--- src/psrs_pkg.sv ---
package psrs_pkg;

   localparam int PROGRAM_DEPTH = 256;
   localparam int RETURN_DEPTH  = 16;
   localparam int LABEL_SLOTS   = 64;

   localparam int OP_W     = 4;
   localparam int ID_W     = 6;
   localparam int LADDR_W  = 8;
   localparam int LEN_W    = 9;
   localparam int CNT_W    = 9;
   localparam int STATUS_W = 3;
   localparam int DEPTH_W  = 5;

   localparam int RS_IDX_W  = (RETURN_DEPTH > 1) ? $clog2(RETURN_DEPTH) : 1;
   localparam int RP_W      = $clog2(RETURN_DEPTH + 1);
   localparam int LBL_IDX_W = (LABEL_SLOTS > 1) ? $clog2(LABEL_SLOTS) : 1;

   typedef enum logic [OP_W-1:0] {
      OP_START  = 4'd0,
      OP_DEFINE = 4'd1,
      OP_WORD   = 4'd2,
      OP_LABEL  = 4'd3,
      OP_GOTO   = 4'd4,
      OP_GOSUB  = 4'd5,
      OP_RETURN = 4'd6,
      OP_END    = 4'd7,
      OP_TEST   = 4'd8
   } op_type;

   typedef enum logic [STATUS_W-1:0] {
      ST_RUNNING   = 3'd0,
      ST_END       = 3'd1,
      ST_PAST      = 3'd2,
      ST_UNKNOWN   = 3'd3,
      ST_UNDERFLOW = 3'd4,
      ST_OVERFLOW  = 3'd5
   } status_type;

endpackage

--- src/psrs_ram.sv ---
module psrs_ram #(
   parameter int WIDTH = 8,
   parameter int DEPTH = 64
) (
   input  logic                                       clock,
   input  logic                                       wr_en,
   input  logic [((DEPTH > 1) ? $clog2(DEPTH) : 1)-1:0] wr_addr,
   input  logic [WIDTH-1:0]                           wr_data,
   input  logic                                       rd_en,
   input  logic [((DEPTH > 1) ? $clog2(DEPTH) : 1)-1:0] rd_addr,
   output logic [WIDTH-1:0]                           rd_data
);

   logic [WIDTH-1:0] mem_ff [DEPTH];
   logic [WIDTH-1:0] rd_data_ff;

   always_ff @(posedge clock) begin
      if (wr_en) begin
         mem_ff[wr_addr] <= wr_data;
      end
      if (rd_en) begin
         rd_data_ff <= mem_ff[rd_addr];
      end
   end

   assign rd_data = rd_data_ff;

endmodule

--- src/program_sequencer_return_stack.sv ---
// channel   | dir | handshake             | payload
// req       | in  | req_valid / req_ready | operation, label_id, label_address, test_true
// rsp       | out | rsp_valid / rsp_ready | next_address, status, return_depth
// csr       | in  | csr_valid / csr_ready | program_length
//
// one transaction per cycle sustained while rsp is not stalled; each accepted one passes
// through the input register (label table read alongside), then the result register
// define writes an undefined label at acceptance, so the next transaction sees it
// synchronous reset clears counter, status, stack depth, label valid bits, length
// a stalled rsp holds the execute stage; req_ready drops only when both are full
module program_sequencer_return_stack (
   input  logic                           clock,
   input  logic                           reset,
   input  logic                           req_valid,
   output logic                           req_ready,
   input  logic [psrs_pkg::OP_W-1:0]      req_operation,
   input  logic [psrs_pkg::ID_W-1:0]      req_label_id,
   input  logic [psrs_pkg::LADDR_W-1:0]   req_label_address,
   input  logic                           req_test_true,
   output logic                           rsp_valid,
   input  logic                           rsp_ready,
   output logic [psrs_pkg::CNT_W-1:0]     rsp_next_address,
   output logic [psrs_pkg::STATUS_W-1:0]  rsp_status,
   output logic [psrs_pkg::DEPTH_W-1:0]   rsp_return_depth,
   input  logic                           csr_valid,
   output logic                           csr_ready,
   input  logic [psrs_pkg::LEN_W-1:0]     csr_program_length
);

   import psrs_pkg::*;

   logic                   req_accept;
   op_type                 req_op;
   logic                   id_in_range;
   logic [LBL_IDX_W-1:0]   lbl_idx;
   logic                   lbl_wr_en;
   logic [LADDR_W-1:0]     lbl_rd_data;
   logic [LABEL_SLOTS-1:0] label_valid_ff;

   logic [LEN_W-1:0]       program_length_ff;
   logic [LEN_W-1:0]       eff_len;

   logic                   ex_valid_ff;
   op_type                 ex_op_ff;
   logic                   ex_known_ff;
   logic                   ex_cond_ff;
   logic                   ex_advance;

   logic [CNT_W-1:0]       ctr_ff;
   logic [CNT_W-1:0]       ctr_in;
   status_type             halt_ff;
   status_type             halt_in;
   logic [RP_W-1:0]        rp_ff;
   logic [RP_W-1:0]        rp_in;
   logic                   push;
   logic [CNT_W-1:0]       store_ff [RETURN_DEPTH];
   logic [CNT_W-1:0]       stack_top;

   logic                   rsp_valid_ff;
   logic [CNT_W-1:0]       rsp_next_address_ff;
   status_type             rsp_status_ff;
   logic [RP_W-1:0]        rsp_depth_ff;

   // input side and label table
   assign req_op      = op_type'(req_operation);
   assign req_ready   = !ex_valid_ff || ex_advance;
   assign req_accept  = req_valid && req_ready;
   assign id_in_range = int'(req_label_id) < LABEL_SLOTS;
   assign lbl_idx     = LBL_IDX_W'(req_label_id);
   assign lbl_wr_en   = req_accept && (req_op == OP_DEFINE) && id_in_range &&
                        !label_valid_ff[lbl_idx];

   psrs_ram #(
      .WIDTH (LADDR_W),
      .DEPTH (LABEL_SLOTS)
   ) u_label_ram (
      .clock   (clock),
      .wr_en   (lbl_wr_en),
      .wr_addr (lbl_idx),
      .wr_data (req_label_address),
      .rd_en   (req_accept),
      .rd_addr (lbl_idx),
      .rd_data (lbl_rd_data)
   );

   always_ff @(posedge clock) begin
      if (reset) begin
         label_valid_ff <= '0;
      end else if (lbl_wr_en) begin
         label_valid_ff[lbl_idx] <= 1'b1;
      end
   end

   // configuration
   assign csr_ready = 1'b1;

   always_ff @(posedge clock) begin
      if (reset) begin
         program_length_ff <= '0;
      end else if (csr_valid) begin
         program_length_ff <= csr_program_length;
      end
   end

   assign eff_len = (int'(program_length_ff) > PROGRAM_DEPTH) ?
                    LEN_W'(PROGRAM_DEPTH) : program_length_ff;

   // execute stage register
   assign ex_advance = ex_valid_ff && (!rsp_valid_ff || rsp_ready);

   always_ff @(posedge clock) begin
      if (reset) begin
         ex_valid_ff <= 1'b0;
      end else if (req_ready) begin
         ex_valid_ff <= req_valid;
      end
      if (req_accept) begin
         ex_op_ff    <= req_op;
         ex_known_ff <= id_in_range && label_valid_ff[lbl_idx];
         ex_cond_ff  <= req_test_true;
      end
   end

   // next counter, status and stack depth
   assign stack_top = store_ff[RS_IDX_W'(rp_ff - 1'b1)];

   always_comb begin
      ctr_in  = ctr_ff;
      halt_in = halt_ff;
      rp_in   = rp_ff;
      push    = 1'b0;
      case (ex_op_ff)
         OP_START: begin
            ctr_in  = '0;
            rp_in   = '0;
            halt_in = (eff_len == '0) ? ST_PAST : ST_RUNNING;
         end
         OP_WORD, OP_LABEL, OP_GOTO, OP_GOSUB, OP_RETURN, OP_END, OP_TEST: begin
            if (halt_ff == ST_RUNNING) begin
               if (ctr_ff >= eff_len) begin
                  halt_in = ST_PAST;
               end else begin
                  case (ex_op_ff)
                     OP_WORD, OP_LABEL: begin
                        ctr_in = CNT_W'(ctr_ff + 1'b1);
                     end
                     OP_GOTO: begin
                        if (ex_known_ff) begin
                           ctr_in = CNT_W'(lbl_rd_data);
                        end else begin
                           halt_in = ST_UNKNOWN;
                        end
                     end
                     OP_GOSUB: begin
                        if (!ex_known_ff) begin
                           halt_in = ST_UNKNOWN;
                        end else if (int'(rp_ff) >= RETURN_DEPTH) begin
                           halt_in = ST_OVERFLOW;
                        end else begin
                           push   = 1'b1;
                           rp_in  = RP_W'(rp_ff + 1'b1);
                           ctr_in = CNT_W'(lbl_rd_data);
                        end
                     end
                     OP_RETURN: begin
                        if (rp_ff == '0) begin
                           halt_in = ST_UNDERFLOW;
                        end else begin
                           rp_in  = RP_W'(rp_ff - 1'b1);
                           ctr_in = stack_top;
                        end
                     end
                     OP_END: begin
                        halt_in = ST_END;
                     end
                     default: begin
                        ctr_in = ex_cond_ff ? CNT_W'(ctr_ff + 2'd1) : CNT_W'(ctr_ff + 2'd2);
                     end
                  endcase
                  if (halt_in == ST_RUNNING && ctr_in >= eff_len) begin
                     halt_in = ST_PAST;
                  end
               end
            end
         end
         default: begin
         end
      endcase
   end

   always_ff @(posedge clock) begin
      if (reset) begin
         ctr_ff  <= '0;
         halt_ff <= ST_RUNNING;
         rp_ff   <= '0;
      end else if (ex_advance) begin
         ctr_ff  <= ctr_in;
         halt_ff <= halt_in;
         rp_ff   <= rp_in;
      end
   end

   // return address store
   always_ff @(posedge clock) begin
      if (ex_advance && push) begin
         store_ff[RS_IDX_W'(rp_ff)] <= CNT_W'(ctr_ff + 1'b1);
      end
   end

   // result register
   always_ff @(posedge clock) begin
      if (reset) begin
         rsp_valid_ff <= 1'b0;
      end else if (ex_advance) begin
         rsp_valid_ff <= 1'b1;
      end else if (rsp_ready) begin
         rsp_valid_ff <= 1'b0;
      end
      if (ex_advance) begin
         rsp_next_address_ff <= ctr_in;
         rsp_status_ff       <= halt_in;
         rsp_depth_ff        <= rp_in;
      end
   end

   assign rsp_valid        = rsp_valid_ff;
   assign rsp_next_address = rsp_next_address_ff;
   assign rsp_status       = rsp_status_ff;
   assign rsp_return_depth = DEPTH_W'(rsp_depth_ff);

endmodule

--- config.mk ---
export PLATFORM = sky130hd
export DESIGN_NAME = program_sequencer_return_stack
export DESIGN_NICKNAME = d
export VERILOG_FILES = /design/src/psrs_pkg.sv /design/src/psrs_ram.sv /design/src/program_sequencer_return_stack.sv
export SDC_FILE = /design/constraint.sdc
export NUM_CORES = 1
export LEC_CHECK = 0
export ABC_CLOCK_PERIOD_IN_PS = 4600
export BUFFER_PORTS_ARGS = -buffer_cell sky130_fd_sc_hd__clkbuf_2
export CORE_MARGIN = 2
export CORE_UTILIZATION = 30
export CTS_CLUSTER_DIAMETER = 30
export DETAILED_ROUTE_END_ITERATION = 10
export MAX_ROUTING_LAYER = met4
export SLEW_MARGIN = 20
export SYNTH_ARGS = -nofsm -noshare
export SYNTH_HDL_FRONTEND = slang
export SYNTH_HIERARCHICAL = 1
export SYNTH_SLANG_ARGS = --single-unit
export TNS_END_PERCENT = 1
--- constraint.sdc ---
create_clock -name clock -period 4.6 [get_ports clock]
set_input_delay 0.23 -clock clock [delete_from_list [all_inputs] [get_ports clock]]
set_output_delay 0.23 -clock clock [all_outputs]
set_load 0.03 [all_outputs]
======== Yosys cells after proc, flatten, opt, wreduce, memory -nomap -nowiden ========
Memories as Yosys holds them, arrays and structs flattened. A register that Yosys moved wholly into a read port is not among the register bits.
Cells that the tools add are included.
W data, S select, Z words.
cells by class
  add/subtract/negate cells ............... 4
  divide/modulo/power cells ............... 0
  reduce and logical (&&, ||, !) cells .... 20
  bitwise gates (word level) .............. 1
  shifts and indexed selects .............. 0
  $mul .................................... 0
  order comparisons ....................... 6
  eq/ne operators ......................... 8
  muxes and demuxes ....................... 49
operators with widths
  kind                   count
  $mux W9                11
  $or A64 B64 Y64        1
  $pmux W9 S5            1
  $mux W3                10
  $mux W5                5
  $pmux W5 S2            2
  $ge A9 B9 Y1           2
  $pmux W9 S2            1
  $eq A4 B3 Y1 const B   4
  $mux W1                14
  $pmux W3 S4            1
  $add A9 B1 Y9 const B  1
  $add A9 B2 Y9 const B  1
  $gt A9 B9 Y1 const B   1
  $logic_not A9 Y1       1
  $eq A4 B2 Y1 const B   2
  $logic_and A1 B1 Y1    7
  $lt A6 B7 Y1 const B   1
  $reduce_or A7 Y1       1
  $bmux W1 S6            1
  $demux W1 S6           1
  $ge A6 B1 Y1 const B   1
  $logic_not A3 Y1       2
  $pmux W3 S2            1
  12 further kinds       15
storage, ports and cells
  memories kept ........................... 2
  ROM bits ................................ 0
  RAM bits ................................ 656
  logic and storage cells ................. 103
  input bits .............................. 33
  latch bits .............................. 0
  output and inout bits ................... 20
  register bits after elaboration ......... 115
memory list
  name                words  bits a word  read ports  clocked after Yosys merged registers in  wr ports  RTL line                              source
  u_label_ram.mem_ff  64     8            1           1                                        1         psrs_ram.sv:14                        logic [WIDTH-1:0] mem_ff [DEPTH];
  store_ff            16     9            1           0                                        1         program_sequencer_return_stack.sv:56  logic [CNT_W-1:0] store_ff [RETURN_DEPTH];

======== Longest topological paths before layout ========
  depth after elaboration ................. 13
  gate-level depth with buffers ........... 20
  mapped depth without buffers ............ 15

======== Cells and area by module ========
The synthesis kept the hierarchy.
modules (own cells, without submodules)
  module                          seq. area each (um2)  area each (um2)  instances  cells each
  psrs_ram                        15615.0               20246.9          1          940
  program_sequencer_return_stack  6856.6                12384.4          1          984

======== Worst setup path after synthesis ========
OpenSTA, ideal clock, no wires.
  path type ............................... register -> register
  start ................................... register rp_ff[0]
  end ..................................... register rsp_status_ff[1] (netlist: rsp_status[1]), data pin
  required time ........................... 4341 ps
  stages on the path, launching flop included .. 21
  setup slack ............................. 626 ps
  buffers on the path ..................... 5
  data arrival time ....................... 3715 ps
  period minus slack after synthesis ...... 3974 ps
  library setup time ...................... 259 ps
  path through ............................ dfxtp_1 -> buf_6 -> buf_4 -> buf_6 -> inv_1 -> ha_1 -> buf_2 -> buf_1 -> mux4_2 -> mux2i_1 -> mux2i_1 -> a221o_1 -> o21ai_0 -> inv_1 -> ha_1 -> a211oi_1 -> o21ai_0 -> a21oi_1 -> o21bai_1 -> a21oi_1 -> nand2_1
between the ends
  word-level cells in the longest chain between the ends .. 13
  elaborated cells between the ends (all ways) .. 25
  those cells by class .................... 1 x add/sub; 2 x order compare; 18 x mux; 3 x reduce/logical; 1 x memory
ends and longest elaborated chain
  element                                                  RTL line                               source
  from (decl)                                              program_sequencer_return_stack.sv:53   logic [RP_W-1:0] rp_ff;
  from (signal assigned)                                   program_sequencer_return_stack.sv:199  rp_ff <= rp_in;
  $sub A5 B1 Y5 / $ge A5 B5 Y1 (equally long branches)     -
  $mem_v2 Z16 W9, or another cell as far along             -
  $mux W9, or another cell as far along                    program_sequencer_return_stack.sv:166  if (rp_ff == '0) begin
  $pmux W9 S5 / $pmux W3 S4 (equally long branches)        program_sequencer_return_stack.sv:143  case (ex_op_ff)
  $mux W9 / $mux W3 (equally long branches)                program_sequencer_return_stack.sv:140  if (ctr_ff >= eff_len) begin
  $mux W9 / $mux W3 (equally long branches)                program_sequencer_return_stack.sv:139  if (halt_ff == ST_RUNNING) begin
  $mux W9 / $mux W3 (equally long branches)                program_sequencer_return_stack.sv:132  case (ex_op_ff)
  $ge A9 B9 Y1 / $logic_not A3 Y1 (equally long branches)  program_sequencer_return_stack.sv:180  if (halt_in == ST_RUNNING && ctr_in >= eff_len) begin
  $logic_and A1 B1 Y1                                      program_sequencer_return_stack.sv:180
  $mux W3 (*)                                              program_sequencer_return_stack.sv:180
  $mux W3 (*)                                              program_sequencer_return_stack.sv:140
  $mux W3 (*)                                              program_sequencer_return_stack.sv:139
  $pmux W3 S2 (*)                                          program_sequencer_return_stack.sv:132
  net halt_in[1]                                           program_sequencer_return_stack.sv:52   status_type halt_in;
  to (signal assigned)                                     program_sequencer_return_stack.sv:221  rsp_status_ff <= halt_in;
  to (decl)                                                program_sequencer_return_stack.sv:61   status_type rsp_status_ff;
Mark *: on every way through the listed nets, which the timed path passes. The rest lies on a longest branch. The select of a mux whose other input is x is not followed.
A chain may end at the register's enable or synchronous reset.

======== Worst setup path in the final report ========
  start ................................... register rp_ff[1]
  end ..................................... register rsp_status_ff[1] (netlist: rsp_status[1]), data pin
The elaborated chain is that of the path after synthesis.

==> results.md <==
- The total setup violations reported at the end of the flow is 0.
- The synthesis-stage register bit count is between 700 and 800.
- The site row count is 120.
- Power comes to between 15 and 20 mW.
- The sequential share of power is a little over two fifths.
- The area enclosed by the die boundary is approximately 110000 sq um.
- For this block, the routed nets add up to around 79000 um of wire.
- The share of total power in the clock network is a little over half.
- The run finished with clean final reports.
- On the final layout, the worst clock skew is 0.0339 ns.
- Data on the critical path arrives at its endpoint at approximately 4.5 ns.
- For this run, the number of Yosys warnings is 6.
- The initial antenna violation count is 1.
- The final hold violation count is 0.
- The dominant synthesized flop cell is sky130_fd_sc_hd__edfxtp_1.
- The number of buffers added by the clock tree synthesis step is between 100 and 150.
- Hold is met by around 0.044 ns.
- Clock tree synthesis found a total of 779 sinks.
- The clock tree buffer depth is 3.
- Summed over all nets, the half-perimeter wirelength after detailed placement is ~50000 um.
- The most area-hungry cell type in the Yosys netlist is sky130_fd_sc_hd__edfxtp_1.
- From synthesis to final layout, the design area changed by 20.7%.
- The smallest clock period supported by the final layout is computed as 4.11 ns.
- The worst-case IR drop observed on VDD is 0.000338 V.
- The maximum number of pins on one net before global-route repair is ~100.
- The first detailed-routing pass took 5 iterations.
- Input and output buffers added on the ports amount to 51.
- The clock transition time at the flip-flop clock pins of the worst setup and hold paths is approximately 0.05 ns.
- The switching portion of total power is around 23%.
- After floorplanning, the core was sized to cover approximately 110000 sq um.
- The share of synthesized area in the top cell type comes to a little over three fifths.
- Adding up every negative setup slack in the final design gives 0 ns.
- The number of enable-type register cells in the synthesized netlist is a little under 700.
- Timing would allow up to 243 MHz.
- The worst setup path is captured at a flop.
- The combinational share of power is under 10%.
- The worst setup path is launched from a flop.
- The top-level port count is 53.
- The normalized max-slew margin is roughly a quarter.
- At the end of routability-driven placement, the weighted congestion stood at around 0.86.
- The total leakage power is between 10 and 15 nW.
- The count of final max-slew check failures is 0.
- Sorting the synthesized cells by how often they occur yields sky130_fd_sc_hd__edfxtp_1, sky130_fd_sc_hd__mux4_2, sky130_fd_sc_hd__nor2_1.
- The class of the worst hold path is input port to flop.
- For the worst setup path, the data required time is 5.03 ns.
- TritonCTS built the clock tree.
- The setup path with the least slack is of type flop to flop.
- At the pin with the least slew margin, the transition time is approximately 1.1 ns.
- The first global-routing pass estimated about 120000 um of wire.
- The ratio of total power to cell area is between 400 and 500 nW/um^2.
- The final layout contains approximately 2200 nets.
- Cells with a size suffix above 1 make up between 20% and 30% of the layout.
- The starting density of the core is 30.4%.
- The cell at the root of the clock tree is sky130_fd_sc_hd__clkbuf_16.
- The worst path uses between 80 and 90% of the clock period.
- The H-tree depth is 4.
- The overall die height is roughly 330 um.
- The most frequently used cell type in the post-synthesis netlist is sky130_fd_sc_hd__edfxtp_1.
- Dividing the detail-routed wire length by the instance count gives 21.9 um.
- Cell internal power was estimated by the tool at between 10 and 15 mW.
- The count of maximum capacitance violations is 0.
- The switching power summed over all nets is ~4 mW.
- The clock latency at the later pin of the worst-skew pair is 0.70 ns.
- The mean instance size in the synthesized netlist is between 15 and 20 sq um.
- The sequential share of the synthesized area is approximately 69%.
- The total of cells resized after clock tree synthesis is 0.
- The via count of the first global-routing pass is 19200.
- The number of nets in the synthesized netlist is 1981.
- In this run the remaining antenna-violating nets after routing total 0.
- In the routed design, unresolved DRC markers number 0.
- The routed layout has 18600 vias.
- The share of flip-flops with an asynchronous set or reset after synthesis is 0%.
- The total overflow reported by the global router is 0.
- Yosys attributes the largest share of cell area to sky130_fd_sc_hd__edfxtp_1, sky130_fd_sc_hd__mux4_2, sky130_fd_sc_hd__dfxtp_1, sky130_fd_sc_hd__nor2_1, sky130_fd_sc_hd__mux2i_1.
- In the synthesized netlist, the number of instances is between 1500 and 2000.
- 0 antenna diodes ended up in the layout.
- The maximum fanout along the worst path is 10.
- In the global route stage, overall resource usage came out at ~15%.
- Setup repair after global routing left no endpoint under its margin.
- The initial detailed-routing violation count is ~2000.
- The mean number of vias per cell is between 5 and 6.
- The x dimension of the die is around 330 um.
- The distinct cell type count of the synthesized netlist is 93.
- After synthesis the cells add up to approximately 33000 sq um.
==> worst max-delay path: stages (launching register included) <==
cell	delay (ns)
sky130_fd_sc_hd__dfxtp_1	0.57
sky130_fd_sc_hd__inv_1	0.16
sky130_fd_sc_hd__ha_1	0.33
sky130_fd_sc_hd__xor2_2	0.45
sky130_fd_sc_hd__buf_4	0.28
sky130_fd_sc_hd__mux2i_1	0.22
sky130_fd_sc_hd__mux2i_1	0.09
sky130_fd_sc_hd__a221o_1	0.32
sky130_fd_sc_hd__o21ai_0	0.18
sky130_fd_sc_hd__inv_1	0.08
sky130_fd_sc_hd__ha_1	0.30
sky130_fd_sc_hd__a211oi_1	0.22
sky130_fd_sc_hd__o21ai_0	0.12
sky130_fd_sc_hd__a21oi_1	0.16
sky130_fd_sc_hd__o21bai_1	0.10
sky130_fd_sc_hd__a21oi_1	0.18
sky130_fd_sc_hd__nand2_1	0.07
==> registers in the layout, summed over array words and instances (netlist names), 4 cells and up <==
name	count
ctr_ff	9
ex_op_ff	4
label_valid_ff	64
program_length_ff	9
rp_ff	5
rsp_next_address	9
rsp_return_depth	5
store_ff	144
u_label_ram/mem_ff	512
u_label_ram/rd_data	8
==> repair_timing <==
item                      CTS  global route
hold buffers               21             0
hold endpoints to repair   16             0
buffers inserted            0             0
==> placed cells by master, fill, tap and decap left out, drive strengths merged, types with 23 or more instances in the layout <==
cell type | Yosys | final
a21oi | 23 | 23
a22o | 27 | 27
buf | 66 | 113
clkbuf | 55 | 191
clkinv | 2 | 50
dfxtp | 92 | 92
edfxtp | 687 | 687
ha | 24 | 24
inv | 29 | 47
mux2 | 31 | 31
mux2i | 48 | 48
mux4 | 168 | 168
nand2 | 66 | 66
nand3 | 38 | 38
nor2 | 129 | 129
nor2b | 26 | 26
nor3 | 45 | 45
o21ai | 43 | 43
o2bb2ai | 43 | 43
or3 | 42 | 42
==> power groups by stage <==
stage	Clock [mW]	Sequential, mW	Combinational (mW)
global placement	0	7.89	0.772
finish	9.29	7.76	0.797
floorplan	0	7.89	0.476
detailed placement	0	7.89	0.783
CTS	9.45	7.76	0.801
global route	9.81	7.75	0.860
==> area by class of cell <==
type                       instances  area [sq um]
clock buffer                     143          3340
clock inverter                    89           930
fill                            9950         68100
inverter                          31           116
multi-input combinational        993          9410
sequential                       779         22500
tap                             1403          1760
timing repair buffer             182          1340
==> per-stage QoR <==
step	worst slack [ns]	cells	utilization, %	area (sq um)
final	0.490	3620	36.6	39400
after global routing	0.0920	3620	36.6	39400
after CTS	0.508	3620	36.6	39400
after detailed placement	0.542	3367	32.5	34900
after global placement	0.447	3367	32.5	34900
after floorplan	0.626	1924	-	32600
==> per-layer routing <==
metal	share of wire, %	track usage [%]
met1	43	19.1
met2	49	23.0
met3	6.2	3.00
met4	2.0	4.53
met5	0	-
==> cells by family after synthesis <==
group / count (synthesis) / share of synthesized area (%)
AO/OA/AOI/OAI: 289 / 6.89
XOR/XNOR: 8 / 0.238
adder cells (fa/ha/maj): 24 / 0.920
buffers and inverters: 152 / 2.34
flip-flops: 779 / 68.9
multiplexers: 247 / 14.1
other: 1 / 0.0115
AND/OR/NAND/NOR: 424 / 6.60
==> worst paths after layout <==
path,cells after the start,slack [ns],end,start
max reg2reg,16,0.49,rsp_status[1],rp_ff[1]
min,3,0.04,program_length_ff[3],csr_valid
max,16,0.49,rsp_status[1],rp_ff[1]
min reg2reg,1,0.46,label_valid_ff[32],label_valid_ff[32]
Note: power is estimated with default switching activity, not from simulation.
